[src/sv/aat_pkg.sv]
// shared types and constants for the aabb affine transform block
// no dependencies; imported by every module of the block
package aat_pkg;

    localparam int Q_W     = 32;
    localparam int EXT_W   = 31;
    localparam int REG_W   = 64;
    localparam int IDX_W   = 3;
    localparam int DIM     = 3;
    localparam int CP_W    = 2 * Q_W;
    localparam int EP_W    = Q_W + EXT_W;
    localparam int FRAC_W  = 16;
    localparam int CSUM_W  = CP_W + 2;
    localparam int ESUM_W  = EP_W + 2;

    localparam logic [Q_W-1:0]   Q_ONE     = 32'h0001_0000;
    localparam logic [Q_W-1:0]   CTR_MAX   = 32'h7fff_ffff;
    localparam logic [Q_W-1:0]   CTR_MIN   = 32'h8000_0000;
    localparam logic [EXT_W-1:0] EXT_MAX   = 31'h7fff_ffff;
    localparam int               ROUND_HALF = 32768;

    typedef enum logic [IDX_W-1:0] {
        REG_ROW0_COLS01 = 3'd0,
        REG_ROW0_COLS23 = 3'd1,
        REG_ROW1_COLS01 = 3'd2,
        REG_ROW1_COLS23 = 3'd3,
        REG_ROW2_COLS01 = 3'd4,
        REG_ROW2_COLS23 = 3'd5
    } t_reg_idx;

    typedef struct packed {
        logic signed [Q_W-1:0] box_center_x;
        logic signed [Q_W-1:0] box_center_y;
        logic signed [Q_W-1:0] box_center_z;
        logic [EXT_W-1:0]      half_extent_x;
        logic [EXT_W-1:0]      half_extent_y;
        logic [EXT_W-1:0]      half_extent_z;
    } t_box_in;

    typedef struct packed {
        logic signed [Q_W-1:0] new_center_x;
        logic signed [Q_W-1:0] new_center_y;
        logic signed [Q_W-1:0] new_center_z;
        logic [EXT_W-1:0]      new_extent_x;
        logic [EXT_W-1:0]      new_extent_y;
        logic [EXT_W-1:0]      new_extent_z;
    } t_box_out;

    typedef struct packed {
        logic [DIM-1:0][DIM-1:0][Q_W-1:0] m;
        logic [DIM-1:0][DIM-1:0][Q_W-1:0] m_abs;
        logic [DIM-1:0][Q_W-1:0]          tr;
    } t_matrix;

    typedef struct packed {
        logic [DIM-1:0][DIM-1:0][CP_W-1:0] cp;
        logic [DIM-1:0][DIM-1:0][EP_W-1:0] ep;
    } t_prod;

    function automatic logic [Q_W-1:0] abs_q(input logic [Q_W-1:0] v);
        return v[Q_W-1] ? (~v + Q_W'(1)) : v;
    endfunction

endpackage

[src/sv/aat_cfg_regs.sv]
// transform matrix registers with magnitudes kept alongside for the extent path
// depends on aat_pkg
module aat_cfg_regs (
    input  logic                       i_clk,
    input  logic                       i_rst_n,
    input  logic                       i_cfg_we,
    input  logic [aat_pkg::IDX_W-1:0]  i_cfg_index,
    input  logic [aat_pkg::REG_W-1:0]  i_cfg_data,
    output aat_pkg::t_matrix           o_mat
);
    import aat_pkg::*;

    t_matrix         r_mat;
    t_matrix         n_mat;
    t_matrix         w_rst_mat;
    logic [Q_W-1:0]  w_hi;
    logic [Q_W-1:0]  w_lo;

    assign w_hi = i_cfg_data[REG_W-1:Q_W];
    assign w_lo = i_cfg_data[Q_W-1:0];

    always_comb begin
        w_rst_mat             = '0;
        w_rst_mat.m[0][0]     = Q_ONE;
        w_rst_mat.m[1][1]     = Q_ONE;
        w_rst_mat.m[2][2]     = Q_ONE;
        w_rst_mat.m_abs[0][0] = Q_ONE;
        w_rst_mat.m_abs[1][1] = Q_ONE;
        w_rst_mat.m_abs[2][2] = Q_ONE;
    end

    always_comb begin
        n_mat = r_mat;
        if (i_cfg_we) begin
            unique case (i_cfg_index)
                REG_ROW0_COLS01: begin
                    n_mat.m[0][0] = w_hi; n_mat.m_abs[0][0] = abs_q(w_hi);
                    n_mat.m[0][1] = w_lo; n_mat.m_abs[0][1] = abs_q(w_lo);
                end
                REG_ROW0_COLS23: begin
                    n_mat.m[0][2] = w_hi; n_mat.m_abs[0][2] = abs_q(w_hi);
                    n_mat.tr[0]   = w_lo;
                end
                REG_ROW1_COLS01: begin
                    n_mat.m[1][0] = w_hi; n_mat.m_abs[1][0] = abs_q(w_hi);
                    n_mat.m[1][1] = w_lo; n_mat.m_abs[1][1] = abs_q(w_lo);
                end
                REG_ROW1_COLS23: begin
                    n_mat.m[1][2] = w_hi; n_mat.m_abs[1][2] = abs_q(w_hi);
                    n_mat.tr[1]   = w_lo;
                end
                REG_ROW2_COLS01: begin
                    n_mat.m[2][0] = w_hi; n_mat.m_abs[2][0] = abs_q(w_hi);
                    n_mat.m[2][1] = w_lo; n_mat.m_abs[2][1] = abs_q(w_lo);
                end
                REG_ROW2_COLS23: begin
                    n_mat.m[2][2] = w_hi; n_mat.m_abs[2][2] = abs_q(w_hi);
                    n_mat.tr[2]   = w_lo;
                end
                default: begin
                end
            endcase
        end
    end

    // identity transform out of reset
    always_ff @(posedge i_clk) begin
        if (!i_rst_n) begin
            r_mat <= w_rst_mat;
        end else begin
            r_mat <= n_mat;
        end
    end

    assign o_mat = r_mat;

endmodule

[config.mk]
export PLATFORM = sky130hd
export DESIGN_NAME = aat_cfg_regs
export DESIGN_NICKNAME = d
export VERILOG_FILES = /design/src/sv/aat_pkg.sv /design/src/sv/aat_cfg_regs.sv
export SDC_FILE = /design/constraint.sdc
export NUM_CORES = 1
export LEC_CHECK = 0
export BUFFER_PORTS_ARGS = -buffer_cell sky130_fd_sc_hd__buf_2
export CORE_AREA = 2 2 285 287
export CTS_BUF_LIST = sky130_fd_sc_hd__clkbuf_4
export CTS_CLUSTER_DIAMETER = 60
export DETAILED_ROUTE_END_ITERATION = 8
export DIE_AREA = 0 0 287 289
export PLACE_DENSITY = 0.6
export SLEW_MARGIN = 20
export SYNTH_ARGS = -nofsm -noshare
export SYNTH_HDL_FRONTEND = slang
export SYNTH_SLANG_ARGS = --single-unit
[constraint.sdc]
create_clock -name i_clk -period 3.4 [get_ports i_clk]
set_input_delay 0.68 -clock i_clk [delete_from_list [all_inputs] [get_ports i_clk]]
set_output_delay 0.68 -clock i_clk [all_outputs]
set_load 0.01 [all_outputs]
==> results, run 1 <==
- The post-synthesis sequential element count is 663.
- Yosys mapped a number of flops with a built-in enable equal to 0.
- The area share of the largest cell type after synthesis is 53.9%.
- Data on the critical path is required at its endpoint by 4.30 ns.
- Once layout is done, the placed cells without fillers occupy 0.0323 sq mm.
- Based on the critical path, the design can be clocked at up to 363 MHz.
- The power per cell area is 527 mW/mm^2.
- The die covers 0.0829 sq mm.
- Clock tree synthesis inserted a total of 178 buffers.
- The final routed DRC violation total is 0.
- The analysis attributes to cell leakage a power of 13.8 nW.
- The floorplan die width is 287 um.
- The synthesized area divided by synthesized cell count is 8.14 sq um.
- Summing the areas of all fa, ha and maj instances in the mapped netlist gives 0.102% of the synthesized area.
- The number of global-route vias before repair is 22,903.
- The area added between synthesis and finish is 31.2%.
- By count the netlist is led by nand2_1 (830), dfxtp_1 (663), a21oi_1 (494).
- The register area share after synthesis is 53.9%.
- TritonCTS built the clock tree.
- The completed layout was analyzed and its total power is 17.0 mW.
- Sorting the synthesized cells by area gives the leading types as dfxtp_1 (54%), nand2_1 (13%), a21oi_1 (10%), clkbuf_1 (4.1%), a211oi_1 (3.7%).
- The count of nets left with antenna violations once routing finished came out at 0.
- The net count of the mapped netlist is 3,096.
- The max-slew violation count is 0.
- Clock-pin slew was measured on the worst setup and hold paths at 0.06 ns.
- The dominant combinational cell family by area after synthesis is compound AO/OA/AOI/OAI gates.
- The post-synthesis simple-gate area fraction is 18.8%.
- After detailed placement, the total cell area comes to 0.0296 sq mm.
- Across all layers, the routed design uses 25,000 vias.
- Entering global routing, the biggest net connects 147 pins.
- Among all flip-flop cells after synthesis, the most frequent one is dfxtp_1.
- The worst-case register-to-register setup slack is 2.46 ns.
- The worst pin sits at a relative slew slack of 41.7%.
- Setup repair after global routing left no endpoint under its margin.
- After routing, the total negative slack on setup checks comes to 0 ns.
- The worst setup path is captured at a register.
- The cell at the root of the clock tree is clkbuf_4.
- The later pin in the worst-skew pair is clocked with a latency of 1.03 ns.
- The global-route congestion overflow total is 0.
- Prior to clock tree synthesis, the placed netlist has a worst setup slack of 0.146 ns.
- The final hold violation count came to 0.
- The die outline height is 289 um.
- At the worst endpoint, the arrival time is 3.66 ns.
- The depth of the worst register-to-register path is 3.
- The worst hold path begins at i_cfg_data[24].
- Across the run, the number of max-cap violations was 0.
- Tracing the worst setup path back leads to its startpoint at i_cfg_data[4].
- Following the worst setup path forward leads to its endpoint at o_mat[253].
- The synthesized instance count is 3,024.
- The flow ran to the end, and the final reports show no timing, DRC or antenna violations.
- The proportion of synthesized area in mux cells is 0.610%.
- The total of buffers placed on input and output ports is 741.
- The number of DRC violations after detailed-routing iteration 0 is 2,109.
- The maximum buffer depth of the clock tree is 3.
- The xor/xnor cell area share of the yosys netlist is 2.19%.
- On the final layout, the worst hold slack is 0.117 ns.
- In this run the cell area of the synthesized design comes to 0.0246 sq mm.
- Cells fill 40.4% of the core in the end.
- The synthesized netlist devotes 19.3% of its cell area to compound gates.
- For the pin with the worst max-slew slack, the measured transition is 0.874 ns.
- In the routed layout, each cell is associated on average with a via count of 5.02.
- Pin placement for this block handled 742 I/O pins.
- The number of instances in the placed design is 4,621.
- The half-perimeter wire length after detailed placement is 76,300 um.
- The worst-case clock skew is 0 ns.
- The overall routed net length is 109,000 um.
- The H-tree level count is 4.
- The critical setup path kind is in2reg.
- Yosys printed 0 warnings.
- The layout has 8,269 filler cells.
- The initial utilization of the core area, before any placement, comes to 30.8%.
- At the end of routability-driven placement, the weighted congestion stood at 0.857.
- The cell taking the most area after synthesis is dfxtp_1.
- The fraction of registers with async set/reset is 0%.
- After layout, the worst setup slack is 0.643 ns.
- The first global-routing pass estimated 154,000 um of wire.
- The minimum clock period is 2.76 ns.
- The portion of the clock cycle consumed by the worst path in the final layout is 81.1%.
- The number of cells in the finished layout apart from fillers is 4,979.
- The most frequently used cell type in the post-synthesis netlist is nand2_1.
- For this run, the post-layout net count is 3,854.
- The floorplan row count is 104.
- The flip-flop count of the largest register after layout is 663.
- For this run, the detailed router's first-pass iteration total came to 5.
- In this run the worst hold path is classified as in2reg.
- Walking the worst path, the cells encountered are dlygate4sd3_1 -> buf_2 -> or4_1 -> nand4bb_1 -> o41ai_1 -> xor2_1 -> buf_4 -> a21oi_1.
- Among all stages on the critical path, the largest delay is contributed by or4_1.
- The number of distinct standard cells referenced by the synthesized netlist is 53.
- The clock drives 663 sinks.
- The highest net fanout along the worst path is 11.
- The initial antenna violation count is 10.
- The worst setup path is launched from an input pin.
- In the final routed layout, each cell accounts on average for 21.9 um.
- On the worst path, the slowest cell contributes a delay of 0.70 ns.
- The worst ir drop on vdd is 0.000299 V.
- After floorplanning, the core was sized to cover 0.0799 sq mm.
- Setup violations remaining at the end of the flow were counted as 0.
- The startpoint identified for the worst register-to-register timing path is o_mat[158].
- In the final layout, the share of cells above drive strength 1 is 30.2%.
- The overall track demand over capacity in global routing is 25.1%.
- The endpoint of the worst register-to-register path is o_mat[158].
power breakdown:
group	internal [mW]	total, mW	leakage (nW)	switching (mW)
clock	3.90	7.32	1.35	3.43
sequential	7.97	8.08	5.37	0.105
combinational	0.497	1.64	7.05	1.14
logic make-up after synthesis:
logic type                 Yosys count
and+or+nand+nor                   1150
AOI/OAI and AO/OA                  823
DFF                                663
buffers and inverters              318
xor gates and xnor gates            53
muxes                               15
adders and majority gates            2
cells in the final DEF, fill, tap and decap left out, drive strengths merged, types with 3 or more instances in the layout:
cell type | Yosys | routed
a211oi | 121 | 121
a21oi | 494 | 494
a31oi | 14 | 14
and3 | 9 | 9
buf | 41 | 848
bufinv | 0 | 5
clkbuf | 270 | 263
clkinv | 0 | 29
clkinvlp | 0 | 4
dfxtp | 663 | 663
diode | 0 | 14
dlygate4sd3 | 0 | 41
inv | 7 | 9
mux2i | 15 | 15
nand2 | 830 | 830
nand2b | 4 | 4
nand3 | 21 | 21
nand3b | 4 | 4
nor2 | 209 | 209
nor2b | 4 | 4
nor3 | 25 | 25
nor4 | 11 | 11
o211ai | 3 | 3
o21ai | 141 | 141
o31a | 7 | 7
o31ai | 24 | 24
o41ai | 14 | 14
or2 | 5 | 5
or3 | 8 | 8
or4 | 10 | 10
xnor2 | 9 | 9
xor2 | 44 | 44
what timing repair did:
item	CTS	global route
hold buffers	41	0
setup buffers	0	0
endpoints found under the hold margin	213	0
resized for setup	0	0
cell type report:
cell class	count	area, sq um	share of cell area, %
inverters	7	33.8	0.105
flip-flops and latches	663	13300	41.1
well taps	1060	1330	4.10
diodes	14	35.0	0.108
repair buffers	889	5160	16.0
clock buffers	263	1970	6.11
multi-input cells	2043	10200	31.6
clock inverters	40	315	0.976
critical path: cells and delay by family:
| family | cells | cell delay [ns] |
|---|---|---|
| buffers and inverters | 3 | 0.90 |
| XOR/XNOR | 1 | 0.18 |
| AO/OA/AOI/OAI | 2 | 0.61 |
| AND/OR/NAND/NOR | 2 | 1.29 |
worst min path at each step:
stage                            end  slack (ns)  depth (start not counted)
after global routing      o_mat[634]        0.02                          4
after CTS                  o_mat[26]       0.002                          4
after global placement    o_mat[451]        0.44                          2
final                     o_mat[440]        0.12                          4
after detailed placement  o_mat[479]        0.44                          2
after floorplan           o_mat[159]        0.48                          2
routing by layer:
layer	routed length [um]	share of wire, %	up-vias	track usage [%]
met5	27	0.025	-	0
li1	-	-	11729	-
met2	48500	44	1196	37.9
met4	3870	3.5	4	9.97
met1	46700	43	11861	33.3
met3	10200	9.3	210	7.61
Note: power is estimated with default switching activity, not from simulation.
==> inputs of run 2 (changes only) <==
Settings changed: CORE_AREA 2 2 285 287 to 2 2 290 292, DIE_AREA 0 0 287 289 to 0 0 292 294, PLACE_DENSITY 0.6 to 0.61.
Clock period 3.4 ns to 2.52 ns, I/O delays scaled along.
==> run 2 against run 1 <==
  * Non-clock buffer count rose by 105
  * Register-to-register slack got worse by 0.85 ns
  * Core utilization barely moved
  * Via count rose by 1.6%
  * Die area rose by 3.5%
  * Setup slack got worse by 0.60 ns
  * Clock-buffer cell count rose by 9
  * Hold slack improved by 0.095 ns
  * Clock power rose by 31%
  * First-iteration DRC count fell by 16%
  * Largest cell class unchanged
==> results, run 2 (synthesis gave the netlist of run 1 again) <==
- The number of cells in the finished layout apart from fillers came to 5,100 (+2.4%).
- The met3 track demand over resource came to 7.31% (-0.30 points).
- The worst setup path is captured at a register.
- The quantity of hold-fixing buffers added after cts came to 68 (+66%).
- The slew at the pin closest to its max-slew limit came to 0.893 ns (+0.0191 ns).
- The initial core utilization is 29.7% (-1.1 points).
- The maximum buffer depth of the clock tree was 3 (unchanged).
- The clock transition at the registers of the reported paths is 0.06 ns (about the same).
- The final routed DRC violation total is 0 (unchanged).
- The layout net count is 3,960 (+2.8%).
- The largest stage delay on the critical path is 0.67 ns (-0.03 ns).
- The number of max-cap violations came to 0 (unchanged).
- The critical path data arrival time is 3.34 ns (-0.32 ns).
- The buffer and inverter count on the worst path is 4 (+1).
- The number of nets with antenna violations after routing is 0 (unchanged).
- The total of buffers placed on input and output ports was 741 (unchanged).
- The first-pass GRT wire length is 158,000 um (+2.7%).
- In the layout the commonest cells are nand2_1 (828), buf_2 (739), dfxtp_1 (663).
- The met2 routing resource usage after global routing is 38.1% (+0.12 points).
- For the finished layout, the period the worst path requires is 2.47 ns.
- The final core area utilization is 40.5% (about the same).
- The slowest cell on the critical path is or4_4.
- The overall power consumption is 22.9 mW (+34%).
- The final hold slack is 0.213 ns (+0.0952 ns).
- The post-CTS repair timing setup buffer count is 0 (unchanged).
- The worst-case clock skew is 0 ns (unchanged).
- The post-place setup slack is -0.353 ns (-0.500 ns).
- The final critical path takes up 98.2% of the cycle.
- The worst ir drop on vdd is 0.000434 V (+45%).
- The post-detailed-route via-to-cell ratio is 4.98 (-0.82%).
- The floorplan row count is 106 (+1.9%).
- The area of the core came to 0.0829 sq mm (+3.7%).
- The global-route congestion overflow total is 0 (unchanged).
- The critical path is of the in2reg type.
- The data required time of the worst path is 3.38 ns (-0.92 ns).
- The post-cts resize count is 0 (unchanged).
- The kind of cell adding the most delay to the critical path is simple AND/OR/NAND/NOR gates.
- The total leakage power is 14.4 nW (+4.3%).
- The number of instances in the placed design is 4,719 (+2.1%).
- The floorplan die width is 292 um (+1.7%).
- The number of global-route vias before repair is 23,232 (+1.4%).
- The via count of the routed design is 25,398 (+1.6%).
- The nature of the critical path startpoint is an input pin.
- The critical path goes through dlygate4sd3_1 -> buf_2 -> inv_2 -> ha_2 -> or3b_4 -> or4_4 -> buf_4 -> o21ai_4 -> xor2_2 -> a211oi_1.
- Static timing analysis puts the maximum clock frequency at 404 MHz.
- The total clock buffers created by CTS was 179 (+0.56%).
- The fraction of final layout cells sized beyond drive strength 1 is 31.8% (+1.6 points).
- The first-pass iteration count of the detailed router is 5 (unchanged).
- met2 is the most crowded layer.
- The cell sitting at the root of the clock tree is a clkbuf_4.
- TritonCTS built the clock tree.
- The max-slew violation count is 0 (unchanged).
- Setup repair after global routing left no endpoint under its margin.
- The setup-violating endpoint count in the final report is 0 (unchanged).
- The die area is 0.0858 sq mm (+3.5%).
- The overall track demand over capacity in global routing was 24.7% (-0.38 points).
- The I/O pin count is 742 (unchanged).
- The die outline height is 294 um (+1.7%).
- The area added between synthesis and finish is 36.2%.
- The initial antenna violation count is 5 (-5).
- The final worst slack was 0.0457 ns (-0.598 ns).
- The half-perimeter wire length after detailed placement came to 79,300 um (+4.0%).
- The power per cell area is 682 mW/mm^2 (+29%).
- Leaving out fill and tap cells, the most frequent cell in the layout is nand2_1.
- The overall routed net length was 111,000 um (+1.4%).
- The number of DRC violations after detailed-routing iteration 0 is 1,762 (-16%).
- The flip-flop count of the largest register after layout is 663 (unchanged).
- The largest net degree at the start of global routing came to 97 (-34%).
- The run finished with clean final reports.
- The routed length per instance was 21.7 um (-1.0%).
- The final estimated routing congestion in global placement came to 0.869 (+1.4%).
- The highest net fanout along the worst path was 6 (-5).
- The number of sinks on the clock net is 663 (unchanged).
- The final hold violation count is 0 (unchanged).
- The worst slew margin relative to its limit is 40.2% (-1.6 points).
- The H-tree level count was 4 (unchanged).
- The min-delay analysis places its worst path in the category in2reg.
- The clock latency at the later pin of the worst-skew pair was 0.99 ns (-0.04 ns).
- The met1 usage in global routing is 32.5% (-0.80 points).
-- run 2: cell count changes in the layout (fill, tap and decap cells not counted), sizes merged, moves of 4 or more --
| cell | previous run | this run |
|---|---|---|
| clkbuf | 263 | 272 |
| diode | 14 | 4 |
| dlygate4sd3 | 41 | 68 |
| bufinv | 5 | 1 |
| buf | 848 | 926 |
-- run 2: layer usage --
layer / wire length (um) / share of wire, % / up-vias
met1: 47900 / 43 / 12111
met3: 9910 / 8.9 / 197
li1: - / - / 11929
met4: 3590 / 3.2 / 2
met5: 13 / 0.012 / -
met2: 49400 / 45 / 1159
-- run 2: worst min-delay path: stages --
cell and delay, ns:
buf_2 0.28, o31ai_1 0.16, xor2_1 0.10, o21ai_0 0.13
-- run 2: worst paths after layout --
path / from / endpoint / slack, ns / cells after the start
max: i_cfg_data[32] / o_mat[108] / 0.05 / 10
min: i_cfg_data[31] / o_mat[147] / 0.21 / 4
max reg2reg: o_mat[189] / o_mat[189] / 1.61 / 3
min reg2reg: o_mat[484] / o_mat[484] / 0.45 / 2
-- run 2: through the flow --
step                instance area, sq um  TNS [ns]
finish                             33500         0
global route                       33500         0
CTS                                33500         0
detailed placement                 30600    -33.02
global placement                   30600    -30.73
floorplan                          24800     -7.70
-- run 2: final cells by class --
| class | instances | area [sq um] |
|---|---|---|
| antenna | 4 | 10.0 |
| clock buffer | 272 | 2040 |
| clock inverter | 37 | 203 |
| fill | 8485 | 49400 |
| inverter | 7 | 33.8 |
| multi-input combinational | 2043 | 10300 |
| sequential | 663 | 13300 |
| tap | 1080 | 1350 |
| timing repair buffer | 994 | 6320 |
-- run 2: where the power goes --
part           switching, mW  leakage [nW]  internal, mW  total [mW]
logic                   1.57          7.66         0.804        2.38
clock network           4.59          1.35          4.99        9.59
registers              0.144          5.37          10.8        10.9
==> inputs of run 3 (changes only) <==
Settings changed: GPL_TIMING_DRIVEN from default to 0, REMOVE_ABC_BUFFERS from default to 1.
==> run 3 against run 2 <==
  * The flow now finishes with violations (setup timing)
  * Final cell count is 2.1% lower
  * Final area is 2.8% lower
  * Clock power is 1% lower
  * Core utilization is 1.1 points lower
  * Critical endpoint is now o_mat[157]
  * Highest routed layer is now met4
==> results, run 3 (synthesis gave the netlist of run 1 again) <==
- The cell at the root of the clock tree is clkbuf_4.
- The floorplan row count was 106 (unchanged).
- The number of cells in the finished layout apart from fillers is 4,993 (-2.1%).
- The die outline height was 294 um (unchanged).
- The routed length per instance came to 19.4 um (-11%).
- The capturing element type of the critical path is a register.
- The final worst slack came to -0.0501 ns (-0.0958 ns).
- The critical path data arrival time is 3.41 ns (+0.07 ns).
- The fraction of power consumed by sequential logic is 48.6% (+0.9 points).
- The half-perimeter wire length after detailed placement is 65,000 um (-18%).
- The first-pass GRT wire length was 143,000 um (-9.6%).
- The highest net fanout along the worst path is 10 (+4).
- The type of the tightest min-delay check is in2reg.
- The area added between synthesis and finish is 32.3%.
- The area taken by multi-input logic gates was 0.0102 sq mm (-0.66%).
- The post-detailed-route via-to-cell ratio is 4.90 (-1.6%).
- The relative contribution of the clock network to total power is 42.2% (+0.3 points).
- The max-slew violation count is 0 (unchanged).
- The number of max-cap violations is 0 (unchanged).
- The internal power contribution is 16.3 mW (-1.4%).
- The overall routed net length was 96,700 um (-13%).
- Setup repair after global routing left no endpoint under its margin.
- The number of sinks on the clock net is 663 (unchanged).
- Walking the worst path, the cells encountered are dlygate4sd3_1 -> buf_2 -> or4_1 -> nand4bb_2 -> o41ai_1 -> xor2_1 -> a21oi_1.
- The portion of the clock cycle consumed by the worst path in the final layout is 102% (+3.8 points).
- The number of instances in the placed design was 4,613 (-2.2%).
- The sequential cell area is 0.0133 sq mm (unchanged).
- The first-pass iteration count of the detailed router is 5 (unchanged).
- The final routed DRC violation total is 0 (unchanged).
- The overall track demand over capacity in global routing is 21.5% (-3.1 points).
- The overall power consumption is 22.4 mW (-2.0%).
- The worst ir drop on vdd came to 0.000365 V (-16%).
- The slew at the pin closest to its max-slew limit is 1.03 ns (+0.133 ns).
- The total leakage power came to 13.9 nW (-3.2%).
- The area of the core is 0.0829 sq mm (unchanged).
- The initial core utilization was 29.7% (unchanged).
- The fraction of power consumed by combinational cells came to 9.3% (-1.1 points).
- The via count of the routed design came to 24,462 (-3.7%).
- The final non-filler cell area is 0.0326 sq mm (-2.8%).
- The fraction of final layout cells sized beyond drive strength 1 is 29.6% (-2.2 points).
- The most common cell after layout, fill and taps aside is nand2_1.
- The total cell area at the placement stage was 0.0296 sq mm (-3.3%).
- The final reports fail on setup timing.
- The minimum clock period was 2.57 ns (+0.0958 ns).
- The largest stage delay on the critical path came to 0.64 ns (-0.03 ns).
- The final hold slack is 0.168 ns (-0.0445 ns).
- The fraction of power spent switching nets came to 27.2% (-0.43 points).
- The initial antenna violation count came to 1 (-4).
- The I/O pin count came to 742 (unchanged).
- The die area came to 0.0858 sq mm (unchanged).
- The number of global-route vias before repair is 22,814 (-1.8%).
- The clock latency at the later pin of the worst-skew pair came to 0.95 ns (-0.04 ns).
- The largest net degree at the start of global routing is 132 (+36%).
- The layout net count came to 3,861 (-2.5%).
- The final total negative setup slack is -0.144 ns (-0.144 ns).
- The total clock buffers created by CTS is 174 (-2.8%).
- TritonCTS built the clock tree.
- The worst slew margin relative to its limit came to 31.1% (-9.1 points).
- The clock transition at the registers of the reported paths is 0.06 ns (about the same).
- The flip-flop count of the largest register after layout was 663 (unchanged).
- The top achievable clock speed is 389 MHz (-3.7%).
- The setup-violating endpoint count in the final report was 5 (+5).
- In the layout the commonest cells are nand2_1 (828), buf_2 (755), dfxtp_1 (663).
- The worst-case clock skew is 0 ns (unchanged).
- The final hold violation count was 0 (unchanged).
- The number of nets with antenna violations after routing is 0 (unchanged).
- The nature of the critical path startpoint is an input pin.
- The critical setup path kind is in2reg.
- The maximum buffer depth of the clock tree is 3 (unchanged).
- The number of DRC violations after detailed-routing iteration 0 is 1,630 (-7.5%).
- The global-route congestion overflow total came to 0 (unchanged).
- The total of buffers placed on input and output ports is 741 (unchanged).
- The data required time of the worst path was 3.36 ns (-0.02 ns).
- The floorplan die width came to 292 um (unchanged).
- The run finished, with violations left.
- The layout filler cell count was 8,569 (+0.99%).
- The H-tree level count is 4 (unchanged).
- The slowest cell on the critical path is or4_1.
- The final estimated routing congestion in global placement is 0.790 (-9.1%).
- The power per cell area is 688 mW/mm^2 (+0.85%).
- The switching power summed over all nets is 6.09 mW (-3.5%).
[run 3: changes by cell type in the layout (fill, tap and decap cells not counted), moves of 3 or more]
cell,change
buf_12,-36
o41ai_2,-3
buf_4,-124
clkinv_1,-7
buf_16,+12
buf_8,+10
dlygate4sd3_1,+11
o41ai_1,+3
buf_6,+15
buf_2,+16
[run 3: through the flow]
stage | worst slack [ns] | utilization (%)
3_3_place_gp | -26.07 | 34.3
6_report | -0.0501 | 39.3
5_1_grt | 0.00707 | 39.3
4_1_cts | 0.0333 | 39.3
3_5_place_dp | -1.38 | 35.7
2_1_floorplan | -12.00 | -
[run 3: power by group through the flow]
stage / sequential [mW] / combinational (mW) / clock, mW
final: 10.9 / 2.07 / 9.46
after floorplan: 11.3 / 0.793 / 0
after CTS: 10.9 / 2.07 / 9.71
after detailed placement: 11.1 / 1.95 / 0
after global placement: 11.1 / 1.99 / 0
after global routing: 10.9 / 2.23 / 10.3
[run 3: layout make-up]
type / count / area share, %
Inverter: 7 / 0.104
Sequential cell: 663 / 40.7
Clock buffer: 268 / 6.17
Timing Repair Buffer: 900 / 16.9
Antenna cell: 3 / 0.0230
Multi-Input combinational cell: 2043 / 31.4
Tap cell: 1080 / 4.15
Clock inverter: 29 / 0.495
[run 3: worst paths after layout]
| path | startpoint | end | slack [ns] | cells after the start |
|---|---|---|---|---|
| setup / recovery | i_cfg_data[7] | o_mat[157] | -0.05 | 7 |
| hold / removal | i_cfg_data[5] | o_mat[230] | 0.17 | 4 |
| setup reg to reg | o_mat[254] | o_mat[254] | 1.61 | 3 |
| hold reg to reg | o_mat[442] | o_mat[442] | 0.45 | 2 |
[run 3: timing repair]
item	CTS	global route
pin swaps	1	0
setup endpoints to repair	14	39
hold buffers	79	0
buffers inserted	1	0
endpoints found under the hold margin	529	0
resized for setup	1	6
[run 3: routing by layer]
| layer | GRT usage [%] | vias to the layer above | part of all wire [%] |
|---|---|---|---|
| li1 | - | 11705 | - |
| met1 | 26.5 | 11506 | 42 |
| met2 | 34.3 | 1015 | 46 |
| met3 | 6.13 | 236 | 8.0 |
| met4 | 11.0 | 0 | 4.3 |
| met5 | 0 | - | 0 |
[run 3: worst max-delay path, delay by kind of cell]
| kind | cells | cell delay, ns |
|---|---|---|
| AND/OR/NAND/NOR | 2 | 1.20 |
| buffers and inverters | 2 | 0.69 |
| AO/OA/AOI/OAI | 2 | 0.60 |
| XOR/XNOR | 1 | 0.42 |
